[config.mk]
export PLATFORM = sky130hd
export DESIGN_NAME = pdp_front
export DESIGN_NICKNAME = d
export VERILOG_FILES = /design/src/hdl/peak_detector_prominence_macros.svh /design/src/hdl/pdp_pkg.sv /design/src/hdl/pdp_front.sv
export SDC_FILE = /design/constraint.sdc
export NUM_CORES = 1
export LEC_CHECK = 0
export ABC_AREA = 1
export BUFFER_PORTS_ARGS = -buffer_cell sky130_fd_sc_hd__buf_4
export CAP_MARGIN = 5
export CORE_UTILIZATION = 40
export DETAILED_ROUTE_END_ITERATION = 12
export PLACE_DENSITY = 0.68
export RECOVER_POWER = 50
export SLEW_MARGIN = 10
export SYNTH_ARGS = -nofsm -noshare
export SYNTH_HDL_FRONTEND = slang
export SYNTH_SLANG_ARGS = --single-unit
export TNS_END_PERCENT = 30
[constraint.sdc]
create_clock -name clk -period 2.6 [get_ports clk]
set_input_delay 0.65 -clock clk [delete_from_list [all_inputs] [get_ports clk]]
set_output_delay 0.65 -clock clk [all_outputs]
set_load 0.1 [all_outputs]
[src/hdl/peak_detector_prominence_macros.svh]
// ----------------------------------------------------------------------------
// peak detector assertion macros
// shared concurrent assertion forms, clocked on clk and quiet during rst
// ----------------------------------------------------------------------------
`ifndef PEAK_DETECTOR_PROMINENCE_MACROS_SVH
`define PEAK_DETECTOR_PROMINENCE_MACROS_SVH

// plain property checked at every edge outside reset
`define PDP_ASSERT(lbl, prop, msg) \
  lbl: assert property (@(posedge clk) disable iff (rst) (prop)) else $error(msg);

// condition in one cycle implies a consequence in the next
`define PDP_ASSERT_NEXT(lbl, ante, cons, msg) \
  lbl: assert property (@(posedge clk) disable iff (rst) (ante) |=> (cons)) else $error(msg);

`endif

[src/hdl/pdp_pkg.sv]
// ----------------------------------------------------------------------------
// pdp_pkg
// shared constants, register indexes and types of the peak detector
// ----------------------------------------------------------------------------
package pdp_pkg;

  localparam int STORE_DEPTH   = 1024;
  localparam int SAMPLE_BITS   = 16;
  localparam int ADDR_BITS     = $clog2(STORE_DEPTH);
  localparam int CNT_BITS      = $clog2(STORE_DEPTH + 1);
  localparam int POS_BITS      = 10;
  localparam int MODE_BITS     = 2;
  localparam int THR_BITS      = 16;
  localparam int PROM_BITS     = 16;
  localparam int LIMIT_BITS    = 7;
  localparam int PEAK_LIMIT    = 64;
  localparam int QUEUE_DEPTH   = 4;
  localparam int QPTR_BITS     = $clog2(QUEUE_DEPTH);
  localparam int CFG_IDX_BITS  = 2;
  localparam int CFG_DATA_BITS = 16;
  localparam int IN_DATA_BITS  = ((SAMPLE_BITS + 7) / 8) * 8;
  localparam int OUT_DATA_BITS = ((POS_BITS + SAMPLE_BITS + 7) / 8) * 8;
  localparam int DIFF_BITS     = SAMPLE_BITS + 1;
  localparam int CMP_BITS      = (DIFF_BITS > PROM_BITS) ? DIFF_BITS + 1 : PROM_BITS + 1;

  // detection modes, any other code runs as plain local maxima
  localparam logic [MODE_BITS-1:0] MODE_PLAIN      = 2'd0;
  localparam logic [MODE_BITS-1:0] MODE_THRESHOLD  = 2'd1;
  localparam logic [MODE_BITS-1:0] MODE_PROMINENCE = 2'd2;

  // register indexes
  localparam logic [CFG_IDX_BITS-1:0] REG_DETECT_MODE    = 2'd0;
  localparam logic [CFG_IDX_BITS-1:0] REG_PEAK_THRESHOLD = 2'd1;
  localparam logic [CFG_IDX_BITS-1:0] REG_MIN_PROMINENCE = 2'd2;
  localparam logic [CFG_IDX_BITS-1:0] REG_MAX_PEAKS      = 2'd3;

  typedef struct packed {
    logic [MODE_BITS-1:0]       mode;
    logic signed [THR_BITS-1:0] threshold;
    logic [PROM_BITS-1:0]       min_prom;
    logic [LIMIT_BITS-1:0]      max_peaks;
  } cfg_t;

  // one queue entry: a candidate peak or the end-of-record mark
  typedef struct packed {
    logic                          is_end;
    logic [ADDR_BITS-1:0]          idx;
    logic signed [SAMPLE_BITS-1:0] value;
  } qent_t;

  typedef struct packed {
    logic empty;
    logic full;
    logic room2;
  } qstat_t;

endpackage

[src/hdl/pdp_front.sv]
// ----------------------------------------------------------------------------
// pdp_front
// loads samples into the store and scans the record for candidate peaks
// ----------------------------------------------------------------------------
module pdp_front import pdp_pkg::*; (
  input  logic                          clk,
  input  logic                          rst,
  input  cfg_t                          cfg,
  input  logic                          in_valid,
  output logic                          in_ready,
  input  logic signed [SAMPLE_BITS-1:0] in_sample,
  input  logic                          in_last,
  output logic                          wr_en,
  output logic [ADDR_BITS-1:0]          wr_addr,
  output logic signed [SAMPLE_BITS-1:0] wr_data,
  output logic [ADDR_BITS-1:0]          rd_addr,
  input  logic signed [SAMPLE_BITS-1:0] rd_data,
  output logic                          q_push,
  output qent_t                         q_entry,
  input  qstat_t                        q_stat,
  output logic [CNT_BITS-1:0]           rec_count,
  input  logic                          rec_done
);

  typedef enum logic [1:0] {ST_LOAD, ST_SCAN, ST_MARK, ST_HOLD} state_t;

  state_t                        state;
  logic [CNT_BITS-1:0]           cnt;
  logic [ADDR_BITS-1:0]          ra;
  logic                          more;
  logic                          dv;
  logic [ADDR_BITS-1:0]          da;
  logic signed [SAMPLE_BITS-1:0] w0;
  logic signed [SAMPLE_BITS-1:0] w1;

  logic                accept;
  logic                store_ok;
  logic [CNT_BITS-1:0] n_new;
  logic                issue;
  logic                ra_last;
  logic                da_last;
  logic                is_max;
  logic                thr_ok;
  logic                cand;

  always_comb begin
    in_ready = (state == ST_LOAD);
    accept   = in_valid && in_ready;
    store_ok = (cnt < CNT_BITS'(STORE_DEPTH));
    n_new    = store_ok ? cnt + CNT_BITS'(1) : cnt;
    wr_en    = accept && store_ok;
    wr_addr  = cnt[ADDR_BITS-1:0];
    wr_data  = in_sample;
    // issue only while two queue slots are free, one of them for the read in flight
    issue    = (state == ST_SCAN) && more && q_stat.room2;
    rd_addr  = ra;
    ra_last  = (CNT_BITS'(ra) == rec_count - CNT_BITS'(1));
    da_last  = (CNT_BITS'(da) == rec_count - CNT_BITS'(1));
    // w1 sits between w0 and the sample just read
    is_max   = (da > ADDR_BITS'(1)) && (w1 > w0) && (w1 > rd_data);
    thr_ok   = (cfg.mode != MODE_THRESHOLD) || (w1 >= cfg.threshold);
    cand     = (state == ST_SCAN) && dv && is_max && thr_ok;
    q_push   = cand || ((state == ST_MARK) && !q_stat.full);
    q_entry.is_end = (state == ST_MARK);
    q_entry.idx    = da - ADDR_BITS'(1);
    q_entry.value  = w1;
  end

  always_ff @(posedge clk) begin
    if (rst) begin
      state <= ST_LOAD;
      cnt   <= '0;
      more  <= 1'b0;
      dv    <= 1'b0;
    end else begin
      dv <= issue;
      if (issue) begin
        da <= ra;
        ra <= ra + ADDR_BITS'(1);
        if (ra_last) begin
          more <= 1'b0;
        end
      end
      if ((state == ST_SCAN) && dv) begin
        w0 <= w1;
        w1 <= rd_data;
      end
      unique case (state)
        ST_LOAD: begin
          if (accept) begin
            if (in_last) begin
              cnt       <= '0;
              rec_count <= n_new;
              ra        <= '0;
              if (n_new < CNT_BITS'(3)) begin
                state <= ST_MARK;
              end else begin
                more  <= 1'b1;
                state <= ST_SCAN;
              end
            end else begin
              cnt <= n_new;
            end
          end
        end
        ST_SCAN: begin
          if (dv && da_last) begin
            state <= ST_MARK;
          end
        end
        ST_MARK: begin
          if (!q_stat.full) begin
            state <= ST_HOLD;
          end
        end
        ST_HOLD: begin
          if (rec_done) begin
            state <= ST_LOAD;
          end
        end
        default: state <= ST_LOAD;
      endcase
    end
  end

endmodule

### After elaboration in Yosys (flattened, before gate mapping)

Index checks and enable logic that the tools add are counted.

* bits of input ports: 81
* output and inout port bits: 77
* logic and storage cells: 70
* flip-flop bits (word level): 78

* add/subtract/negate cells: 4
* bitwise gates (word level): 1
* mux-type cells: 19
* equality and inequality tests: 11
* reduce and logical (&&, ||, !) cells: 20
* $lt $le $gt $ge: 6

Operators by type and width (count)
* 10-bit two-way mux: 4
* 16-bit > comparator: 2
* 10-bit by 11-bit equality test with 1-bit output: 2
* 11-bit two-way mux: 2
* 16-bit >= comparator: 1
* 2-bit two-way mux: 6
* 11-bit by 1-bit adder with 11-bit output, second input constant: 1
* 1-bit logical AND: 11
* 11-bit < comparator, second input constant: 1
* 11-bit by 2-bit < comparator with 1-bit output, second input constant: 1
* 11-bit by 1-bit subtractor with 11-bit output, second input constant: 1
* 10-bit by 1-bit adder with 10-bit output, second input constant: 1
* 10-bit by 1-bit > comparator with 1-bit output, second input constant: 1
* 10-bit by 1-bit subtractor with 10-bit output, second input constant: 1
* 2-bit by 1-bit != test with 1-bit output, second input constant: 4
* 2-bit case mux with 4 select lines: 1
* 1-bit two-way mux: 6
* 2-bit AND reduction: 3
* 5-bit AND reduction: 1
* 2-bit equality test, second input constant: 2
* 2-bit != test, second input constant: 2
* 4-bit AND reduction: 1
* 2-bit by 1-bit equality test with 1-bit output, second input constant: 1
* 2-bit zero test: 1
* other kinds (3): 4

### Logic depth before layout (Yosys ltp)

Gate-level depths: netlist of run 1.

* depth in word-level cells: 8
* depth in mapped cells: 17
* gate-level depth less buffers: 16

### Worst setup path after synthesis of run 1

Ideal clock, no wire load.

* kind: flip-flop to output port
* from: register da[0]
* to: output port q_entry[25] (netlist bit)
* stages on the path, launching flop included: 8
* data arrival time: 3.250 ns
* setup slack: -1.300 ns
* cell sequence: edfxtp_1 -> inv_1 -> nand3_1 -> nor2_1 -> nand2_1 -> nor3_1 -> nand3_1 -> xor2_1

RTL lines
* start, declared: line pdp_front.sv:32 `logic [ADDR_BITS-1:0] da;`
* start signal, assigned: line pdp_front.sv:78 `da <= ra;`
* end, declared: line pdp_front.sv:19 `output qent_t q_entry,`

### Final worst setup path of run 1

* from: register w1[15]
* to: output port q_push

* longest elaborated chain between the ends: 6

Ends and longest elaborated chain
* start, declared: line pdp_front.sv:34 `logic signed [SAMPLE_BITS-1:0] w1;`
* start signal, assigned: line pdp_front.sv:86 `w1 <= rd_data;`
* 16-bit > comparator: line pdp_front.sv:60 `is_max = (da > ADDR_BITS'(1)) && (w1 > w0) && (w1 > rd_data);`
* 1-bit logical AND (2 in series): line pdp_front.sv:60
* 1-bit logical AND: line pdp_front.sv:62 `cand = (state == ST_SCAN) && dv && is_max && thr_ok;`
* 1-bit logical AND (*): line pdp_front.sv:62
* 1-bit logical OR (*): line pdp_front.sv:63 `q_push = cand || ((state == ST_MARK) && !q_stat.full);`
* end, declared: line pdp_front.sv:18 `output logic q_push,`

Every way passes the cells marked *; elsewhere a longest branch is shown, timed or not.

==> results.json, run 1 <==
{
  "power_density_nw_per_um2": 536,
  "clock_latency_ns": 0.35,
  "yosys.area.top_type": "edfxtp_1",
  "wl_per_cell_um": 14.0,
  "cts_tree": "done",
  "tightestPinTransition_ns": 0.675,
  "slew_headroom_pct": 54.9,
  "dp_hpwl_mm": 10.8,
  "ys_ff_latch": 78,
  "first_pass_iters": 4,
  "required_ns": 1.95,
  "timing.final.max_slew_violations": 0,
  "die_h_um": 118,
  "critPathKind": "reg -> out",
  "synth_area_leaders": "edfxtp_1, ha_1, nand2_1",
  "placed_area_um2": 6750,
  "synthesis.instances": 659,
  "start_util_pct": 41.0,
  "num_rows": 42,
  "viasPerCell": 4.93,
  "synth_top_area_share_pct": 34.9,
  "io_pins": 158,
  "top_usage_layer": "met2",
  "vias": 4773,
  "setup_viol": 3,
  "synth_warnings": 0,
  "final_area_um2": 7130,
  "grt_max_degree": 33,
  "max_freq_ghz": 0.331,
  "preCtsSetupSlack_ns": -0.438,
  "fillerInstances": 1215,
  "track_usage_pct": 20.1,
  "period_share_pct": 116,
  "grt_pass1_wl_mm": 21.9,
  "grtUsageMet2_pct": 33.2,
  "synth.cell_area_um2": 5430,
  "r2r_start": "rec_count[0]$_DFFE_PP_",
  "htree_levels": 3,
  "finalNonFillerCells": 968,
  "hold_violations": 0,
  "ant_nets": 0,
  "drcViolationCount": 0,
  "grt_util_met1_pct": 24.9,
  "leakage_uw": 0.00334,
  "drv_cap": 0,
  "routed_wl_mm": 13.5,
  "drive_gt1_share_pct": 25.9,
  "end_kind": "primary output",
  "n_antenna_cell": 0,
  "crit_arrival_ns": 2.37,
  "use_met3_pct": 4.54,
  "cts_buffers": 9,
  "antenna_found_initial": 0,
  "gp_congestion": 0.914,
  "clock-sinks": 78,
  "clock_skew_ns": 0.00855,
  "area_delta_synth_final_pct": 31.4,
  "grt_pass1_vias": 4633,
  "rsz0062_at_grt": "yes",
  "ys_seq_area_share_pct": 40.4,
  "clockBufferDepth": 2,
  "portBuffers": 101,
  "nets": 925,
  "clk_pin_slew_worst_paths_ns": 0.06,
  "synth_nets": 797,
  "timing.hold.ws_ns": 0.512,
  "die_area_um2": 14000,
  "layout_min_cycle_time_ns": 3.02,
  "cts-root-buf": "clkbuf_16",
  "setup_slack_ns": -0.422,
  "violations": "setup timing",
  "hold_class": "in -> reg",
  "hold_start": "rd_data[11]",
  "post_synth.cell_area_avg_um2": 8.23,
  "dp_cells": 947,
  "coreArea_um2": 13200,
  "yosys.cell_types.count": 37,
  "cp_max_fo": 4,
  "ir_drop_mv": 0.565,
  "status": "complete, but fails checks",
  "drtIter0Drc": 277,
  "die_w_um": 118,
  "cp-start-kind": "flop",
  "grt-ovfl-total": 0,
  "hold_buffers": 0,
  "startpoint": "w1[15]$_DFFE_PP_"
}
flip-flops by register name, summed over array words and instances (netlist names):
name / count
cnt: 11
da: 10
dv: 1
more: 1
rd_addr: 10
rec_count: 11
state: 2
w0: 16
w1: 16
cell type report:
| cell class | instances | area (um^2) | area share, % |
|---|---|---|---|
| tap | 176 | 220 | 3.09 |
| multi-input combinational | 437 | 2900 | 40.7 |
| timing repair buffer | 146 | 1100 | 15.4 |
| inverter | 115 | 435 | 6.11 |
| clock buffer | 16 | 283 | 3.97 |
| sequential | 78 | 2190 | 30.7 |
synth_stat cells:
cell and count:
o211ai_1 2, buf_4 26, a211oi_1 1, and2_1 1
nor2_1 63, o211a_1 1, nor3_2 1, buf_2 1
clkbuf_1 2, nand2_2 7, nand3_4 2, or2_2 2
nand3_1 40, inv_1 113, nor2_4 5, xnor2_1 1
ha_1 57, nor2_2 5, o21ai_1 2, nor4_1 1
nand3_2 1, edfxtp_1 63, xnor3_1 1, nand4_1 8
nand2_1 133, inv_2 2, a221oi_1 1, xor2_1 16
a2111oi_0 1, o21bai_1 2, o21ai_0 26, nand3b_1 4
nor3_1 6, nor4b_1 1, dfxtp_1 15, nor3b_1 3
a21oi_1 43
cells in the final DEF (no fill, tap or decap), types with 5 or more instances in the layout:
master and count:
a21oi_1 42, buf_4 115, clkbuf_1 18, clkbuf_16 10, clkbuf_4 12, dfxtp_1 15, edfxtp_1 63, ha_1 51
ha_4 5, inv_1 110, nand2_1 130, nand2_2 8, nand3_1 35, nand3_2 5, nand4_1 8, nor2_1 57
nor2_2 9, nor2_4 7, nor3_1 5, o21ai_0 21, o21ai_1 6, xor2_1 8, xor2_4 6
power breakdown:
group	switching, uW	internal [uW]	total, uW
sequential	73.6	1410	1480
combinational	810	311	1120
clock	486	733	1220
metrics by stage:
stage | TNS (ns) | power, uW | utilization [%]
2_1_floorplan | -2.79 | 2450 | -
3_3_place_gp | -0.393 | 2580 | 51.0
3_5_place_dp | -0.438 | 2620 | 51.0
4_1_cts | -0.728 | 3850 | 53.6
5_1_grt | -1.07 | 3980 | 53.8
6_report | -0.646 | 3820 | 53.8
worst max-delay path, cell delays in order, from the launching register on:
cell and delay, ns:
edfxtp_1 0.50, ha_4 0.32, nand2_1 0.05, inv_1 0.06, nand3_1 0.08, inv_1 0.08, nand2_1 0.08, or2_4 0.26
nand2_1 0.05, nand2_1 0.04, nand3_1 0.10, nand3_2 0.14, nand2_8 0.08, buf_12 0.16
path summary, 6_finish.rpt:
kind                                             to  slack, ns  cells after the start
worst min-delay path               w1[11]$_DFFE_PP_       0.51                      1
worst min register to register  cnt[7]$_SDFFE_PP0P_       0.52                      2
worst max-delay path                         q_push      -0.42                     13
worst max register to register      more$_SDFF_PP0_       0.25                     12
routing by layer:
metal	part of all wire (%)	vias up
met5	0	-
met4	3.0	0
met3	5.1	29
met2	49	127
met1	43	2229
li1	-	2388
cells by family (layout without fill, tap and decap cells):
| kind of cell | count (synthesis) | in the layout | synth area share, % |
|---|---|---|---|
| xor gates and xnor gates | 18 | 18 | 3.16 |
| buffers and inverters | 144 | 277 | 11.8 |
| DFF | 78 | 78 | 40.4 |
| and+or+nand+nor | 283 | 283 | 23.8 |
| adders and majority gates | 57 | 57 | 13.1 |
| AOI/OAI and AO/OA | 79 | 79 | 7.75 |
timing repair:
action / in CTS / in global routing
setup endpoints to repair: 4 / 4
pin swaps: 6 / 8
setup buffers: 2 / 3
gates resized for setup: 14 / 10
No activity file was read; power rests on OpenSTA's default activity.
==> run 2, diff against run 1 <==
ABC_AREA = default   (was 1)
GPL_TIMING_DRIVEN = 0   (was default)
==> run 2 against run 1 <==
Effect of this change: the run still ends with setup timing left; cell area increased by 1.7%; synthesized area down 3.1%; synthesized cell count is 22% lower; register-to-register slack got worse by 0.23 ns; wire length fell by 4.2%; total power is 7.3% higher; cell count decreased by 13%; sequential share of layout area fell by 0.52 points; critical path type unchanged; largest power group unchanged; highest routed layer unchanged.
==> results.json, run 2 <==
{
  "rsz0062_at_grt": "yes",
  "ys_seq_area_share_pct": 41.7,
  "startpoint": "w1[11]$_DFFE_PP_",
  "max_freq_ghz": 0.290,
  "synth_nets": 655,
  "setup_viol": 4,
  "power_density_nw_per_um2": 566,
  "r2r_start": "state[0]$_SDFFE_PP0P_",
  "num_rows": 41,
  "antenna_found_initial": 0,
  "ir_drop_mv": 0.455,
  "cts_buffers": 9,
  "synthMostInstantiatedCell": "edfxtp_1",
  "synth_ff_type": "edfxtp_1",
  "reg2reg_to": "state[1]$_SDFFE_PP0P_",
  "io_pins": 158,
  "synth_area_leaders": "edfxtp_1, ha_1, dfxtp_1",
  "yosys.cell_types.count": 62,
  "ant_nets": 0,
  "drcViolationCount": 0,
  "die_w_um": 117,
  "dp_cells": 805,
  "finalPower_uw": 4100,
  "hold_start": "w1[0]$_DFFE_PP_",
  "final_cell_mix": "buf_4, edfxtp_1, inv_1",
  "synth_top_area_share_pct": 36.0,
  "drive_gt1_share_pct": 33.7,
  "grt_max_degree": 21,
  "synth.cell_area_um2": 5260,
  "post_synth.cell_area_avg_um2": 10.2,
  "clk_pin_slew_worst_paths_ns": 0.06,
  "timing.final.max_slew_violations": 0,
  "reg.largest.list": "w0: 16 flops, w1: 16 flops",
  "cp_max_fo": 4,
  "cp-start-kind": "flop",
  "synth_commonest_cells": "edfxtp_1, inv_1, ha_1",
  "end_kind": "primary output",
  "clock_latency_ns": 0.34,
  "synth-edff-count": 63,
  "p_sw_share_pct": 35.8,
  "leakage_uw": 0.00317,
  "nets": 803,
  "crit_path_max_incr_delay_ns": 0.42,
  "reg2reg_depth": 8,
  "clock_skew_ns": 0.00418,
  "layout_min_cycle_time_ns": 3.45,
  "viasPerCell": 5.07,
  "clockBufferDepth": 2,
  "drv_cap": 0,
  "area_delta_synth_final_pct": 38.0,
  "slowest_stage": "edfxtp_1",
  "yosys.area.top_type": "edfxtp_1",
  "hold_violations": 0,
  "cp_cell_sequence": "clkbuf_1, ha_1, nand4_1, or2_2, nor2_2, a2111oi_4, mux2i_2, o41ai_4, buf_6",
  "critical_path.endpoint": "q_push",
  "crit_arrival_ns": 2.80,
  "final_common_cell": "buf_4",
  "synthesis.instances": 517,
  "coreArea_um2": 12700,
  "grt_pass1_vias": 4062,
  "grt_pass1_wl_mm": 19.6,
  "portBuffers": 115,
  "n_antenna_cell": 0,
  "required_ns": 1.95,
  "switchingPower_uw": 1470,
  "grt-ovfl-total": 0,
  "p_clk_share_pct": 34.4,
  "internal_power_uw": 2630,
  "start_util_pct": 41.3,
  "hold_class": "reg -> reg",
  "track_usage_pct": 19.1,
  "dp_hpwl_mm": 9.79,
  "slew_headroom_pct": 52.2,
  "critPathKind": "reg -> out",
  "gp_congestion": 0.821,
  "violations": "setup timing",
  "clock-sinks": 78,
  "setup_slack_ns": -0.851,
  "finish.utilization_pct": 57.0,
  "cts-root-buf": "clkbuf_16",
  "status": "complete, but fails checks",
  "combPwrFrac_pct": 29.2,
  "vias": 4268,
  "seq_power_share_pct": 36.4,
  "synth_warnings": 0,
  "ys_ff_latch": 78,
  "period_share_pct": 133,
  "htree_levels": 3,
  "first_pass_iters": 4,
  "die_area_um2": 13600,
  "cts_tree": "done",
  "hold_buffers": 0,
  "finalNonFillerCells": 842,
  "rrSetupSlack_ns": 0.02,
  "die_h_um": 117,
  "drtIter0Drc": 179,
  "routed_wl_mm": 13.0,
  "wl_per_cell_um": 15.4,
  "tightestPinTransition_ns": 0.715,
  "ys_async_sr_fraction_pct": 0
}
==> run 2: cell types whose count changed after synthesis, sizes merged, moves of 8 or more <==
cell   previous run  this run
a21o              0         9
a21oi            43        22
and3              0         8
inv             115        61
nand2           140        20
nand3            43         9
nor2             73        41
o21ai            28        13
xnor2             1        30
xor2             16        25
==> run 2: how the worst min path moves through the flow <==
stage	to	depth (start not counted)
floorplan	more$_SDFF_PP0_	2
detailed placement	w0[0]$_DFFE_PP_	0
global route	w1[1]$_DFFE_PP_	1
global placement	w0[0]$_DFFE_PP_	0
finish	w0[0]$_DFFE_PP_	0
CTS	w1[3]$_DFFE_PP_	1
==> run 2: cell type report <==
type                       count  area (um^2)
clock buffer                  10          239
multi-input combinational    342         2970
sequential                    78         2190
inverter                      61          235
buffer                        36          238
fill                        1130         5470
timing repair buffer         137         1070
tap                          172          215
clock inverter                 6         93.8
==> run 2: per-layer routing <==
layer | GRT usage, % | vias to the layer above | wire length [um]
met5 | 0 | - | 0
li1 | - | 2112 | -
met3 | 4.36 | 22 | 652
met1 | 22.7 | 2017 | 5550
met4 | 9.03 | 0 | 317
met2 | 32.7 | 117 | 6450
==> run 2: critical path, delay by kind of cell, from the launching register on <==
| family | cells | cell delay (ns) |
|---|---|---|
| buffers and inverters | 2 | 0.45 |
| DFF | 1 | 0.42 |
| and+or+nand+nor | 3 | 0.65 |
| adders and majority gates | 1 | 0.33 |
| AOI/OAI and AO/OA | 2 | 0.43 |
| muxes | 1 | 0.18 |
==> run 2: power groups by stage <==
stage / sequential [uW] / combinational [uW] / clock [uW]
floorplan: 1720 / 715 / 0
global placement: 1520 / 1180 / 0
detailed placement: 1520 / 1200 / 0
CTS: 1490 / 1200 / 1430
global route: 1500 / 1270 / 1470
finish: 1490 / 1200 / 1410
==> run 2: repair_timing <==
item,4_1_cts,5_1_grt
setup endpoints to repair,6,10
pin swaps,6,3
gates cloned,0,0
setup buffers,6,15
resized for setup,15,17
==> run 2: cell families (layout without fill, tap and decap cells) <==
kind of cell	Yosys count	count (layout)	share of synthesized area, %
adder cells (fa/ha/maj)	57	57	13.6
XOR/XNOR	55	55	9.16
multiplexers	8	8	1.64
buffers and inverters	97	250	8.86
AND/OR/NAND/NOR	145	145	15.3
flip-flops	78	78	41.7
AO/OA/AOI/OAI	77	77	9.76
==> run 2: per-stage QoR <==
step	worst slack (ns)	TNS, ns	area [um^2]	hold slack (ns)
finish	-0.851	-1.49	7250	0.483
global route	-0.967	-2.01	7250	0.496
CTS	-0.889	-1.90	7100	0.477
detailed placement	-0.802	-0.990	6660	0.477
global placement	-0.769	-8.62	6620	0.463
floorplan	-1.41	-2.43	5540	0.444
==> run 3, diff against run 2 <==
PLACE_DENSITY = 0.65   (was 0.68)
SLEW_MARGIN = 20   (was 10)
==> run 3 against run 2 <==
Effect of this change: the flow still finishes with violations (setup timing); first-iteration DRC count up 30%; cell count down 0.12%; clock skew up 0.00094 ns; sequential share of layout area up 0.54 points; die area unchanged; sequential power about the same; combinational power about the same; wire length up 1.5%; worst setup slack worse by 0.011 ns; worst hold slack worse by 0.0030 ns; cell area down 1.7%; utilization down 0.99 points; highest routed layer unchanged.
==> results.json, run 3 (synthesis gave the netlist of run 2 again) <==
{
  "required_ns": 1.95,
  "die_h_um": 117,
  "hold_violations": 0,
  "layout_min_cycle_time_ns": 3.46,
  "hold_end": "more$_SDFF_PP0_",
  "setup_viol": 5,
  "vias": 4249,
  "clock-sinks": 78,
  "drcViolationCount": 0,
  "io_pins": 158,
  "num_rows": 41,
  "routed_wl_mm": 13.2,
  "clk_pin_slew_worst_paths_ns": 0.06,
  "track_usage_pct": 19.9,
  "final_common_cell": "buf_4",
  "crit_family": "compound AO/OA/AOI/OAI gates",
  "slowest_stage": "edfxtp_1",
  "cts_tree": "done",
  "cts_buffers": 9,
  "drive_gt1_share_pct": 31.1,
  "end_kind": "primary output",
  "reg2reg_depth": 9,
  "setup_slack_ns": -0.862,
  "clock_skew_ns": 0.00512,
  "met2WireLength_mm": 6.77,
  "finalNonFillerCells": 841,
  "area_delta_synth_final_pct": 35.6,
  "cp-start-kind": "flop",
  "tightestPinTransition_ns": 1.29,
  "hold_class": "reg -> reg",
  "crit_path_frequent_cell": "a21o_1",
  "finalPower_uw": 3960,
  "cp_max_fo": 5,
  "htree_levels": 3,
  "crit_path_max_incr_delay_ns": 0.47,
  "preCtsSetupSlack_ns": -0.834,
  "dp_hpwl_mm": 9.81,
  "power_density_nw_per_um2": 556,
  "nets": 802,
  "gp_congestion": 0.835,
  "rsz0062_at_grt": "yes",
  "hold_start": "more$_SDFF_PP0_",
  "first_pass_iters": 4,
  "wl_met3_um": 639,
  "reg2reg_to": "state[1]$_SDFFE_PP0P_",
  "drtIter0Drc": 232,
  "ant_nets": 0,
  "critPathKind": "reg -> out",
  "path_buf_inv": 1,
  "maxUsedRoutingLayer": "met4",
  "violations": "setup timing",
  "reg.largest.list": "w0: 16 flops, w1: 16 flops",
  "rrSetupSlack_ns": 0.06,
  "start_util_pct": 41.3,
  "finish.utilization_pct": 56.0,
  "grt-ovfl-total": 0,
  "dp_cells": 805,
  "clockBufferDepth": 2,
  "cp_cell_sequence": "ha_1, a21o_1, a21o_1, a21oi_1, nor2_2, a2111oi_4, mux2i_2, o41ai_4, buf_6",
  "die_area_um2": 13600,
  "portBuffers": 115,
  "ir_drop_mv": 0.328,
  "coreArea_um2": 12700,
  "viasPerCell": 5.05,
  "max_freq_ghz": 0.289,
  "final_cell_mix": "buf_4, edfxtp_1, inv_1",
  "grt_pass1_wl_mm": 20.4,
  "crit_arrival_ns": 2.81,
  "die_w_um": 117,
  "timing.hold.ws_ns": 0.480,
  "hold_buffers": 0,
  "r2r_start": "rec_count[0]$_DFFE_PP_",
  "status": "complete, but fails checks",
  "min_path_cells": 2,
  "cts-root-buf": "clkbuf_16",
  "leakage_uw": 0.00307,
  "wl_met1_mm": 5.61,
  "wl_per_cell_um": 15.7,
  "period_share_pct": 133,
  "grt_max_degree": 21,
  "slew_headroom_pct": 14.0,
  "timing.final.max_slew_violations": 0,
  "n_antenna_cell": 0,
  "clock_latency_ns": 0.34,
  "drv_cap": 0,
  "grt_pass1_vias": 4179,
  "antenna_found_initial": 0
}
[run 3: cell count changes in the layout (fill, tap and decap cells not counted), sizes merged]
cell      delta
buf         -32
clkbuf      +30
clkinvlp     +3
bufinv       -1
clkinv       -1
[run 3: report_power, final]
group,internal (uW),total [uW],switching (uW)
logic,336,1180,841
registers,1410,1490,83.0
clock network,745,1290,546
[run 3: area by class of cell]
type | instances | area [um^2]
clock buffers | 9 | 225
plain buffers | 36 | 236
multi-input cells | 342 | 2980
flip-flops and latches | 78 | 2190
clock inverters | 7 | 73.8
repair buffers | 136 | 971
fillers | 1156 | 5590
well taps | 172 | 215
inverters | 61 | 235
[run 3: stage by stage]
stage | setup TNS [ns] | cell area [um^2]
after floorplan | -2.43 | 5540
after global placement | -10.83 | 6620
after detailed placement | -1.02 | 6660
after CTS | -1.71 | 7140
after global routing | -1.90 | 7130
final | -1.50 | 7130
[run 3: layer usage]
metal / vias up / GRT usage [%]
met5: - / 0
met4: 0 / 6.33
met3: 11 / 4.41
met2: 99 / 35.0
met1: 2031 / 24.2
li1: 2108 / -
[run 3: timing repair]
action | 4_1_cts | 5_1_grt
setup endpoints to repair | 6 | 10
gates resized for setup | 22 | 14
pin swaps | 10 | 2
buffers inserted | 10 | 10
[run 3: worst max path at each step]
stage                    start     end  slack (ns)  depth (start not counted)
2_1_floorplan  w1[5]$_DFFE_PP_  q_push       -1.41                          8
3_3_place_gp           cfg[32]  q_push       -0.78                         11
3_5_place_dp           cfg[32]  q_push       -0.83                         11
4_1_cts        w1[1]$_DFFE_PP_  q_push       -0.85                          9
5_1_grt        w1[1]$_DFFE_PP_  q_push       -0.94                          9
6_report       w1[5]$_DFFE_PP_  q_push       -0.86                          9
[run 3: tightest hold or removal path: stages, from the launching register on]
cell and delay (ns):
dfxtp_1 0.31, o31ai_1 0.06, a21oi_1 0.06
